**src/hw/rtl/qsort_pkg.sv**
```systemverilog
// ----------------------------------------------------------------------------
// qsort_pkg
// Shared sizes, types and the controller/datapath command and status bundles
// for the quicksort engine.
// ----------------------------------------------------------------------------
package qsort_pkg;

    // sizes
    localparam int MAX_ELEMENTS = 64;
    localparam int VALUE_BITS   = 16;
    localparam int STACK_DEPTH  = 64;
    localparam int COUNT_BITS   = 16;
    localparam int IDX_W        = $clog2(MAX_ELEMENTS);
    localparam int CNT_W        = IDX_W + 1;
    localparam int POS_W        = IDX_W + 2;
    localparam int SP_W         = $clog2(STACK_DEPTH) + 1;

    typedef logic signed [VALUE_BITS-1:0] value_t;
    typedef logic [IDX_W-1:0]             idx_t;
    typedef logic [CNT_W-1:0]             cnt_t;
    typedef logic signed [POS_W-1:0]      pos_t;
    typedef logic [SP_W-1:0]              sp_t;
    typedef logic [COUNT_BITS-1:0]        stat_t;
    typedef logic [2*IDX_W-1:0]           range_t;

    // store read address select
    typedef enum logic [2:0] {
        RD_MID    = 3'd0,
        RD_I      = 3'd1,
        RD_I_NEXT = 3'd2,
        RD_J      = 3'd3,
        RD_J_PREV = 3'd4,
        RD_K      = 3'd5
    } rd_sel_t;

    // controller to datapath
    typedef struct packed {
        logic    load;
        logic    init_push;
        logic    pop;
        logic    range_load;
        logic    pivot_load;
        logic    i_step;
        logic    i_done;
        logic    j_step;
        logic    j_done;
        logic    swap_a;
        logic    swap_b;
        logic    cross_step;
        logic    push_hi;
        logic    push_lo;
        logic    out_start;
        logic    out_next;
        logic    run_clear;
        rd_sel_t rd_sel;
    } qsort_cmd_t;

    // datapath to controller
    typedef struct packed {
        logic sp_empty;
        logic range_bad;
        logic i_go;
        logic j_go;
        logic i_lt_j;
        logic i_le_j;
        logic gap_two;
        logic hi_pending;
        logic lo_pending;
        logic last_out;
    } qsort_stat_t;

endpackage

```
**src/hw/rtl/quicksort_engine_with_counters_top.sv**
```systemverilog
// ----------------------------------------------------------------------------
// quicksort_engine_with_counters_top
// Loads signed values, sorts them with Hoare-partition quicksort and reads
// them out in ascending order with comparison and exchange counts.
// ----------------------------------------------------------------------------
// Usage:
//   Input channel (in_valid/in_ready, load_value, final_item): one item per
//   cycle is accepted while loading; each value is appended to a 64-entry
//   store, values beyond that are dropped and flagged. An item with
//   final_item set ends the run and starts the sort; no input is taken
//   again until the whole run has been read out.
//   Sort: a controller walks the partition passes one store access per cycle.
//   Output channel (out_valid/out_ready, sorted_value, run_end,
//   compare_count, swap_count, overflow_flag): one item per stored value,
//   each read from the store before it is offered, run_end on the last one. A stalled receiver
//   holds the current item unchanged; the block simply waits.
//   Reset: the store is empty, counters and flags are zero and the block
//   waits for input. Counters clear after the last item of a run is taken.
// ----------------------------------------------------------------------------
module quicksort_engine_with_counters_top
(
    input  logic               clk,
    input  logic               rst_n,
    input  logic               in_valid,
    output logic               in_ready,
    input  logic signed [15:0] load_value,
    input  logic               final_item,
    output logic               out_valid,
    input  logic               out_ready,
    output logic signed [15:0] sorted_value,
    output logic               run_end,
    output logic [15:0]        compare_count,
    output logic [15:0]        swap_count,
    output logic               overflow_flag
);
    import qsort_pkg::*;

    qsort_cmd_t  cmd;
    qsort_stat_t stat;

    // sequencer
    qsort_ctrl u_ctrl
    (
        .clk        (clk),
        .rst_n      (rst_n),
        .in_valid   (in_valid),
        .in_ready   (in_ready),
        .final_item (final_item),
        .out_valid  (out_valid),
        .out_ready  (out_ready),
        .stat       (stat),
        .cmd        (cmd)
    );

    // store, stack and counters
    qsort_dp u_dp
    (
        .clk           (clk),
        .rst_n         (rst_n),
        .cmd           (cmd),
        .stat          (stat),
        .load_value    (load_value),
        .sorted_value  (sorted_value),
        .run_end       (run_end),
        .compare_count (compare_count),
        .swap_count    (swap_count),
        .overflow_flag (overflow_flag)
    );

endmodule

```
**src/hw/rtl/qsort_dp.sv**
```systemverilog
// ----------------------------------------------------------------------------
// qsort_dp
// Datapath: value store, range stack, scan indices, pivot, counters and the
// readout index. Driven cycle by cycle by the controller.
// ----------------------------------------------------------------------------
module qsort_dp
(
    input  logic                 clk,
    input  logic                 rst_n,
    input  qsort_pkg::qsort_cmd_t  cmd,
    output qsort_pkg::qsort_stat_t stat,
    input  logic signed [15:0]   load_value,
    output logic signed [15:0]   sorted_value,
    output logic                 run_end,
    output logic [15:0]          compare_count,
    output logic [15:0]          swap_count,
    output logic                 overflow_flag
);
    import qsort_pkg::*;

    value_t store_mem [MAX_ELEMENTS];
    range_t stack_mem [STACK_DEPTH];

    value_t store_rd_reg;
    range_t stack_rd_reg;
    value_t x_reg;
    value_t vi_reg;
    value_t vj_reg;
    idx_t   lo_reg;
    idx_t   hi_reg;
    pos_t   i_reg, i_next;
    pos_t   j_reg, j_next;
    cnt_t   count_reg, count_next;
    sp_t    sp_reg, sp_next;
    stat_t  cmp_reg, cmp_next;
    stat_t  swp_reg, swp_next;
    logic   dropped_reg, dropped_next;
    idx_t   k_reg, k_next;

    logic   full;
    idx_t   stk_lo, stk_hi;
    logic [IDX_W:0] mid_sum;
    pos_t   lo_pos, hi_pos, gap;
    pos_t   i_inc, j_dec;
    idx_t   rd_addr;
    logic   st_we;
    idx_t   st_waddr;
    value_t st_wdata;
    logic   stk_we;
    range_t stk_wdata;
    idx_t   stk_raddr;
    logic   cmp_bump;
    cnt_t   last_k;

    assign full    = count_reg[CNT_W-1];
    assign stk_lo  = stack_rd_reg[2*IDX_W-1:IDX_W];
    assign stk_hi  = stack_rd_reg[IDX_W-1:0];
    assign mid_sum = {1'b0, stk_lo} + {1'b0, stk_hi};
    assign lo_pos  = pos_t'({2'b00, lo_reg});
    assign hi_pos  = pos_t'({2'b00, hi_reg});
    assign i_inc   = i_reg + pos_t'(1);
    assign j_dec   = j_reg - pos_t'(1);
    assign gap     = j_reg - i_reg;
    assign last_k  = count_reg - cnt_t'(1);

    // store read address
    always_comb
    begin
        case (cmd.rd_sel)
            RD_MID:    rd_addr = mid_sum[IDX_W:1];
            RD_I:      rd_addr = i_reg[IDX_W-1:0];
            RD_I_NEXT: rd_addr = i_inc[IDX_W-1:0];
            RD_J:      rd_addr = j_reg[IDX_W-1:0];
            RD_J_PREV: rd_addr = j_dec[IDX_W-1:0];
            RD_K:      rd_addr = k_reg;
            default:   rd_addr = k_reg;
        endcase
    end

    // store write port: loads and the two halves of an exchange
    always_comb
    begin
        st_we    = 1'b0;
        st_waddr = count_reg[IDX_W-1:0];
        st_wdata = load_value;
        if (cmd.load && !full)
        begin
            st_we = 1'b1;
        end
        else if (cmd.swap_a)
        begin
            st_we    = 1'b1;
            st_waddr = i_reg[IDX_W-1:0];
            st_wdata = vj_reg;
        end
        else if (cmd.swap_b)
        begin
            st_we    = 1'b1;
            st_waddr = j_reg[IDX_W-1:0];
            st_wdata = vi_reg;
        end
    end

    // value store
    always_ff @(posedge clk)
    begin
        if (st_we)
        begin
            store_mem[st_waddr] <= st_wdata;
        end
        store_rd_reg <= store_mem[rd_addr];
    end

    // range stack write data and read address
    always_comb
    begin
        stk_we    = 1'b0;
        stk_wdata = {idx_t'(0), last_k[IDX_W-1:0]};
        if (cmd.init_push)
        begin
            stk_we = 1'b1;
        end
        else if (cmd.push_hi && !sp_reg[SP_W-1])
        begin
            stk_we    = 1'b1;
            stk_wdata = {i_reg[IDX_W-1:0], hi_reg};
        end
        else if (cmd.push_lo && !sp_reg[SP_W-1])
        begin
            stk_we    = 1'b1;
            stk_wdata = {lo_reg, j_reg[IDX_W-1:0]};
        end
        stk_raddr = sp_reg[SP_W-2:0] - idx_t'(1);
    end

    // range stack
    always_ff @(posedge clk)
    begin
        if (stk_we)
        begin
            stack_mem[sp_reg[SP_W-2:0]] <= stk_wdata;
        end
        stack_rd_reg <= stack_mem[stk_raddr];
    end

    // partition operands
    always_ff @(posedge clk)
    begin
        if (cmd.range_load)
        begin
            lo_reg <= stk_lo;
            hi_reg <= stk_hi;
        end
        if (cmd.pivot_load)
        begin
            x_reg <= store_rd_reg;
        end
        if (cmd.i_done)
        begin
            vi_reg <= store_rd_reg;
        end
        if (cmd.j_done)
        begin
            vj_reg <= store_rd_reg;
        end
    end

    // next-state of indices, counts and counters
    always_comb
    begin
        i_next       = i_reg;
        j_next       = j_reg;
        count_next   = count_reg;
        sp_next      = sp_reg;
        cmp_next     = cmp_reg;
        swp_next     = swp_reg;
        dropped_next = dropped_reg;
        k_next       = k_reg;
        cmp_bump     = cmd.i_done | cmd.j_done | cmd.swap_b;

        if (cmd.load)
        begin
            if (full)
            begin
                dropped_next = 1'b1;
            end
            else
            begin
                count_next = count_reg + cnt_t'(1);
            end
        end
        if (cmd.range_load)
        begin
            i_next = pos_t'({2'b00, stk_lo});
            j_next = pos_t'({2'b00, stk_hi});
        end
        if (cmd.i_step)
        begin
            i_next = i_inc;
        end
        if (cmd.j_step)
        begin
            j_next = j_dec;
        end
        if (cmd.swap_b || cmd.cross_step)
        begin
            i_next = i_inc;
            j_next = j_dec;
        end
        if (cmd.init_push)
        begin
            sp_next = sp_t'(1);
        end
        else if (stk_we)
        begin
            sp_next = sp_reg + sp_t'(1);
        end
        else if (cmd.pop)
        begin
            sp_next = sp_reg - sp_t'(1);
        end
        if (cmp_bump && cmp_reg != '1)
        begin
            cmp_next = cmp_reg + stat_t'(1);
        end
        // a meet counts its crossing test on top of the j-scan comparison
        if (cmd.cross_step && cmp_next != '1)
        begin
            cmp_next = cmp_next + stat_t'(1);
        end
        if (cmd.swap_a && swp_reg != '1)
        begin
            swp_next = swp_reg + stat_t'(1);
        end
        if (cmd.out_start)
        begin
            k_next = '0;
        end
        else if (cmd.out_next)
        begin
            k_next = k_reg + idx_t'(1);
        end
        if (cmd.run_clear)
        begin
            count_next   = '0;
            cmp_next     = '0;
            swp_next     = '0;
            dropped_next = 1'b0;
        end
    end

    // control registers
    always_ff @(posedge clk or negedge rst_n)
    begin
        if (!rst_n)
        begin
            i_reg       <= '0;
            j_reg       <= '0;
            count_reg   <= '0;
            sp_reg      <= '0;
            cmp_reg     <= '0;
            swp_reg     <= '0;
            dropped_reg <= 1'b0;
            k_reg       <= '0;
        end
        else
        begin
            i_reg       <= i_next;
            j_reg       <= j_next;
            count_reg   <= count_next;
            sp_reg      <= sp_next;
            cmp_reg     <= cmp_next;
            swp_reg     <= swp_next;
            dropped_reg <= dropped_next;
            k_reg       <= k_next;
        end
    end

    // status back to the controller
    assign stat.sp_empty   = (sp_reg == '0);
    assign stat.range_bad  = (stk_lo > stk_hi);
    assign stat.i_go       = (i_reg < hi_pos) && (store_rd_reg < x_reg);
    assign stat.j_go       = (j_reg > lo_pos) && (store_rd_reg > x_reg);
    assign stat.i_lt_j     = (i_reg < j_reg);
    assign stat.i_le_j     = (i_reg <= j_reg);
    assign stat.gap_two    = (gap > pos_t'(1));
    assign stat.hi_pending = (i_reg < hi_pos);
    assign stat.lo_pending = (lo_pos < j_reg);
    assign stat.last_out   = (k_reg == last_k[IDX_W-1:0]);

    // result fields
    assign sorted_value  = store_rd_reg;
    assign run_end       = stat.last_out;
    assign compare_count = cmp_reg;
    assign swap_count    = swp_reg;
    assign overflow_flag = dropped_reg;

    // stack pointer never passes the stack depth
    a_sp_bound: assert property (@(posedge clk) disable iff (!rst_n)
        sp_reg <= sp_t'(STACK_DEPTH))
        else $error("range stack pointer out of bounds");

    // comparison counter only moves up within a run
    a_cmp_mono: assert property (@(posedge clk) disable iff (!rst_n)
        !$past(cmd.run_clear) |-> cmp_reg >= $past(cmp_reg))
        else $error("comparison counter went backwards");

    // scan index never runs past the store capacity (MAX_ELEMENTS)
    a_i_bound: assert property (@(posedge clk) disable iff (!rst_n)
        i_reg <= pos_t'(MAX_ELEMENTS))
        else $error("scan index past store");

endmodule

```
**src/hw/rtl/qsort_ctrl.sv**
```systemverilog
// ----------------------------------------------------------------------------
// qsort_ctrl
// Controller: load phase, partition sequencing over the range stack and
// readout handshake. Issues one command word per cycle to the datapath.
// ----------------------------------------------------------------------------
module qsort_ctrl
(
    input  logic                   clk,
    input  logic                   rst_n,
    input  logic                   in_valid,
    output logic                   in_ready,
    input  logic                   final_item,
    output logic                   out_valid,
    input  logic                   out_ready,
    input  qsort_pkg::qsort_stat_t stat,
    output qsort_pkg::qsort_cmd_t  cmd
);
    import qsort_pkg::*;

    typedef enum logic [12:0] {
        S_LOAD     = 13'h0001,
        S_INIT     = 13'h0002,
        S_POP      = 13'h0004,
        S_RANGE    = 13'h0008,
        S_PIVOT    = 13'h0010,
        S_SCAN_I   = 13'h0020,
        S_SCAN_J   = 13'h0040,
        S_SWAP_A   = 13'h0080,
        S_SWAP_B   = 13'h0100,
        S_PUSH_HI  = 13'h0200,
        S_PUSH_LO  = 13'h0400,
        S_OUT_RD   = 13'h0800,
        S_OUT_WAIT = 13'h1000
    } state_t;

    state_t state_reg, state_next;
    logic   in_fire;
    logic   out_fire;

    assign in_ready  = (state_reg == S_LOAD);
    assign out_valid = (state_reg == S_OUT_WAIT);
    assign in_fire   = in_valid && in_ready;
    assign out_fire  = out_valid && out_ready;

    // next state and command word
    always_comb
    begin
        state_next = state_reg;
        cmd        = '0;
        cmd.rd_sel = RD_K;
        case (state_reg)
            S_LOAD:
            begin
                if (in_fire)
                begin
                    cmd.load = 1'b1;
                    if (final_item)
                    begin
                        state_next = S_INIT;
                    end
                end
            end
            S_INIT:
            begin
                cmd.init_push = 1'b1;
                state_next    = S_POP;
            end
            S_POP:
            begin
                if (stat.sp_empty)
                begin
                    cmd.out_start = 1'b1;
                    state_next    = S_OUT_RD;
                end
                else
                begin
                    cmd.pop    = 1'b1;
                    state_next = S_RANGE;
                end
            end
            S_RANGE:
            begin
                if (stat.range_bad)
                begin
                    state_next = S_POP;
                end
                else
                begin
                    cmd.range_load = 1'b1;
                    cmd.rd_sel     = RD_MID;
                    state_next     = S_PIVOT;
                end
            end
            S_PIVOT:
            begin
                cmd.pivot_load = 1'b1;
                cmd.rd_sel     = RD_I;
                state_next     = S_SCAN_I;
            end
            S_SCAN_I:
            begin
                if (stat.i_go)
                begin
                    cmd.i_step = 1'b1;
                    cmd.rd_sel = RD_I_NEXT;
                end
                else
                begin
                    cmd.i_done = 1'b1;
                    cmd.rd_sel = RD_J;
                    state_next = S_SCAN_J;
                end
            end
            S_SCAN_J:
            begin
                if (stat.j_go)
                begin
                    cmd.j_step = 1'b1;
                    cmd.rd_sel = RD_J_PREV;
                end
                else
                begin
                    cmd.j_done = 1'b1;
                    if (stat.i_lt_j)
                    begin
                        state_next = S_SWAP_A;
                    end
                    else
                    begin
                        // indices meet or cross: step past each other only when equal, no exchange
                        cmd.cross_step = stat.i_le_j;
                        state_next     = S_PUSH_HI;
                    end
                end
            end
            S_SWAP_A:
            begin
                cmd.swap_a = 1'b1;
                state_next = S_SWAP_B;
            end
            S_SWAP_B:
            begin
                cmd.swap_b = 1'b1;
                if (stat.gap_two)
                begin
                    cmd.rd_sel = RD_I_NEXT;
                    state_next = S_SCAN_I;
                end
                else
                begin
                    state_next = S_PUSH_HI;
                end
            end
            S_PUSH_HI:
            begin
                cmd.push_hi = stat.hi_pending;
                state_next  = S_PUSH_LO;
            end
            S_PUSH_LO:
            begin
                cmd.push_lo = stat.lo_pending;
                state_next  = S_POP;
            end
            S_OUT_RD:
            begin
                state_next = S_OUT_WAIT;
            end
            S_OUT_WAIT:
            begin
                if (out_fire)
                begin
                    cmd.out_next = 1'b1;
                    if (stat.last_out)
                    begin
                        cmd.run_clear = 1'b1;
                        state_next    = S_LOAD;
                    end
                    else
                    begin
                        state_next = S_OUT_RD;
                    end
                end
            end
            default:
            begin
                state_next = S_LOAD;
            end
        endcase
    end

    // state register
    always_ff @(posedge clk or negedge rst_n)
    begin
        if (!rst_n)
        begin
            state_reg <= S_LOAD;
        end
        else
        begin
            state_reg <= state_next;
        end
    end

    // loading and readout never overlap
    a_no_overlap: assert property (@(posedge clk) disable iff (!rst_n)
        !(in_ready && out_valid))
        else $error("input and output phases overlap");

    // a final item closes the load phase
    a_final_stops_load: assert property (@(posedge clk) disable iff (!rst_n)
        (in_fire && final_item) |=> !in_ready)
        else $error("still loading after final item");

endmodule

```
**config.mk**
```make
export PLATFORM = sky130hd
export DESIGN_NAME = quicksort_engine_with_counters_top
export DESIGN_NICKNAME = d
export VERILOG_FILES = /design/src/hw/rtl/qsort_pkg.sv /design/src/hw/rtl/quicksort_engine_with_counters_top.sv /design/src/hw/rtl/qsort_dp.sv /design/src/hw/rtl/qsort_ctrl.sv
export SDC_FILE = /design/constraint.sdc
export NUM_CORES = 2
export LEC_CHECK = 0
export BUFFER_PORTS_ARGS = -buffer_cell sky130_fd_sc_hd__buf_2
export CORE_MARGIN = 3
export CORE_UTILIZATION = 40
export DETAILED_ROUTE_END_ITERATION = 10
export GPL_TIMING_DRIVEN = 0
export HOLD_SLACK_MARGIN = 0.06
export PLACE_DENSITY = 0.54
export SETUP_SLACK_MARGIN = 0.15
export SYNTH_ARGS = -nofsm -noshare
export SYNTH_HDL_FRONTEND = slang
export SYNTH_SLANG_ARGS = --single-unit
```
**constraint.sdc**
```tcl
create_clock -name clk -period 5 [get_ports clk]
set_input_delay 0.75 -clock clk [delete_from_list [all_inputs] [get_ports clk]]
set_output_delay 0.75 -clock clk [all_outputs]
set_load 0.01 [all_outputs]
```
==> flow_summary.yaml <==
run_status:
  status: "complete, but fails checks"
  violations: "setup timing"
logic_synthesis:
  synth_cells: 5092
  synth_edf_count: 1852
  synthArstFlopShare_pct: 4.179
  synth_area_mm2: 0.08162
  avgSynthCellArea_um2: 16.03
  synth-seq-area-share_pct: 71.34
  ys.warnings.count: 0
  post-synth-top-count-cell: "edfxtp_1"
  ys_ff_latch: 1962
  yosysTopAreaCell: "edfxtp_1"
  synth_fp_nets: 5177
  synth_area_leaders: "edfxtp_1 (68%), mux4_2 (7.0%), a211oi_1 (4.2%)"
  synth_ff_type: "edfxtp_1"
  synth.top_cells.by_count: "edfxtp_1 (1852), a211oi_1 (455), and3_1 (275)"
  synth.top_cell.area_share_pct: 68.13
  yosysUniqueCellTypes: 105
place:
  routabilityCongestion: 0.9552
  post-place-ws_ns: -2.878
  post-dp-hpwl_mm: 174.3
  port_buffers: 72
setup_path:
  r2r_end: "u_dp.sorted_value[1]$_DFF_P_"
  reg2reg_from: "u_dp.i_reg[0]$_DFFE_PN0P_"
  critical_path_class: "register to register"
  worstPathCellList: "buf_4 > buf_6 > nand2b_1 > a211o_4 > a211oi_4 > nand4_1 > nand3_2 > clkinvlp_4 > a2111oi_4 > o221ai_4 > buf_12 > buf_12 > buf_4 > buf_12 > buf_12 > buf_6 > nand3_1 > a211oi_1 > a2111oi_4 > o22ai_2 > or4_4"
  crit_path_start: "u_dp.i_reg[0]$_DFFE_PN0P_"
  path_max_fanout: 11
  crit_slowest_cell: "or4_4"
  ff2ff_setup_slack_ns: -0.31
  required_ns: 5.71
  crit_top_cell: "buf_12"
  reg2reg_depth: 21
  crit_arrival_ns: 6.02
  critPathMaxStageDelay_ns: 0.63
  cp-end-kind: "register"
  start_kind: "register"
hold_path:
  hold_class: "input port to register"
  min_delay_path_depth: 3
  min-delay-start: "in_valid"
  whs_endpoint: "u_dp.overflow_flag$_DFFE_PN0P_"
final_layout:
  postLayoutCoreUtil_pct: 49.10
  drive_gt1_share_pct: 28.16
  nNetsFinal: 5664
  syn2layout_area_growth_pct: 21.83
  top_register: "u_dp.store_mem"
  largest_reg_flops: 1024
clock_tree:
  cts_max_level: 4
  clk_pin_slew_ns: 0.06
  cts_buffer_depth: 3
  clock-root-buffer: "clkbuf_16"
  clk_latency_ns: 0.85
  cts_tree: "built"
  clkSinkCount: 1962
  cts_made_buffers: 205
route:
  drc: 0
  viasPerCell: 5.981
  wl_per_cell_um: 29.91
  vias: 50418
  final_antenna_net_count: 0
  totalWireLength_mm: 252.1
  first_pass_iters: 6
  drt_iter0_drc: 6134
power_and_ir_drop:
  ir_drop_uv: 359.4
  p_leak_nw: 31.65
  total_power_w: 0.05455
  cellPowerDensity_mw_per_mm2: 548.5
timing:
  rsz0062_at_grt: "yes"
  max_slew.worst_pin.slew_ns: 1.362
  hold_viol_final: 0
  drv_slew: 0
  fin_skew_ns: 0.09030
  fin_hold_ws_ns: 0.2682
  post-route-period-util_pct: 106.2
  relSlewSlack_pct: 9.202
  timing.fmax_ghz: 0.1883
  period_minus_slack_ns: 5.312
  timing.final.ws_setup_ns: -0.3117
  setup_viol: 16
floorplanning:
  core_mm2: 0.2025
  num_rows: 165
  die_w_um: 457.7
  die_h_um: 457.7
  io_pins: 73
  start_util_pct: 40.30
  die-area_mm2: 0.2095
global_routing:
  grt_use_total_pct: 23.64
  antenna_found_initial: 12
  grt_first_pass_wirelength_mm: 360.0
  grt_pass1_vias: 49685
  grt_max_degree: 65
  grt_overflow: 0
run:
  drv_cap: 0
[layout make-up]
class | count | area, um^2
Fill cell | 16919 | 103100
Sequential cell | 1962 | 58250
Multi-Input combinational cell | 2678 | 25090
Clock buffer | 256 | 5413
Timing Repair Buffer | 280 | 3460
Tap cell | 2672 | 3343
Buffer | 375 | 2336
Clock inverter | 122 | 1212
Inverter | 77 | 321.6
Antenna cell | 7 | 17.52
[worst max-delay path, delay by kind of cell, from the launching register on]
family / cells / cell delay, ns
AOI/OAI and AO/OA: 7 / 2.12
buffers and inverters: 9 / 1.35
and+or+nand+nor: 5 / 1.21
DFF: 1 / 0.48
[how the worst max path moves through the flow]
stage / endpoint / slack (ns)
floorplan: u_dp.stack_mem[0][2]$_DFFE_PP_ / -0.18
global placement: u_dp.stack_mem[15][2]$_DFFE_PP_ / -5.28
detailed placement: u_dp.sorted_value[3]$_DFF_P_ / -2.88
CTS: u_dp.sorted_value[2]$_DFF_P_ / -0.19
global route: u_dp.sorted_value[1]$_DFF_P_ / -0.36
finish: u_dp.sorted_value[1]$_DFF_P_ / -0.31
[logic make-up after synthesis]
logic type | synth area share, %
compound gates | 8.829
buf+inv | 2.304
simple gates | 7.612
flops | 71.34
fa+ha+maj | 1.009
mux | 8.043
xor+xnor | 0.8676
[report_power, final]
group	internal (W)	total, W	leakage [nW]	switching [W]
sequential	0.0192	0.0197	17.2	0.000469
clock	0.00861	0.0151	3.22	0.00647
combinational	0.00753	0.0198	11.2	0.0123
total	0.0353	0.0545	31.6	0.0192
[metal layers]
metal | wire, um | up-vias | GRT usage, % | share of wire (%)
li1 | - | 21678 | - | -
met1 | 104800 | 26073 | 32.93 | 42
met2 | 117700 | 2197 | 37.47 | 47
met3 | 20020 | 464 | 4.340 | 7.9
met4 | 9490 | 6 | 8.088 | 3.8
met5 | 41 | - | 0 | 0.016
[cells in the final DEF, fill, tap and decap left out, drive strengths merged, types with 18 or more instances in the layout]
cell	n
edfxtp	1852
clkbuf	508
a211oi	457
buf	400
and3	275
nor2	253
mux4	252
nand3	248
o21ai	247
nand2	143
clkinv	91
or4	85
dfrtp	81
inv	76
o22ai	72
a2111oi	71
mux2	68
ha	61
a21oi	55
xor2	45
xnor2	35
a31oi	30
nor3	28
dfxtp	28
nand4	23
nand2b	19
bufinv	18
a21o	18
[through the flow]
step	TNS, ns	std cells	cell area, um^2
after CTS	-17.43	8390	98410
after detailed placement	-515.27	7931	87630
after global routing	-4.589	8425	99440
final	-3.516	8429	99450
after global placement	-8725.50	7836	85330
after floorplan	-69.66	5092	81620
[timing repair]
item | CTS | global route
setup endpoints to repair | 1531 | 1815
pin swaps | 123 | 78
hold buffers | 1 | 0
resized for setup | 839 | 193
hold endpoints to repair | 39 | 0
cloned | 4 | 2
setup buffers | 76 | 31
(Power assumes the default switching activity.)
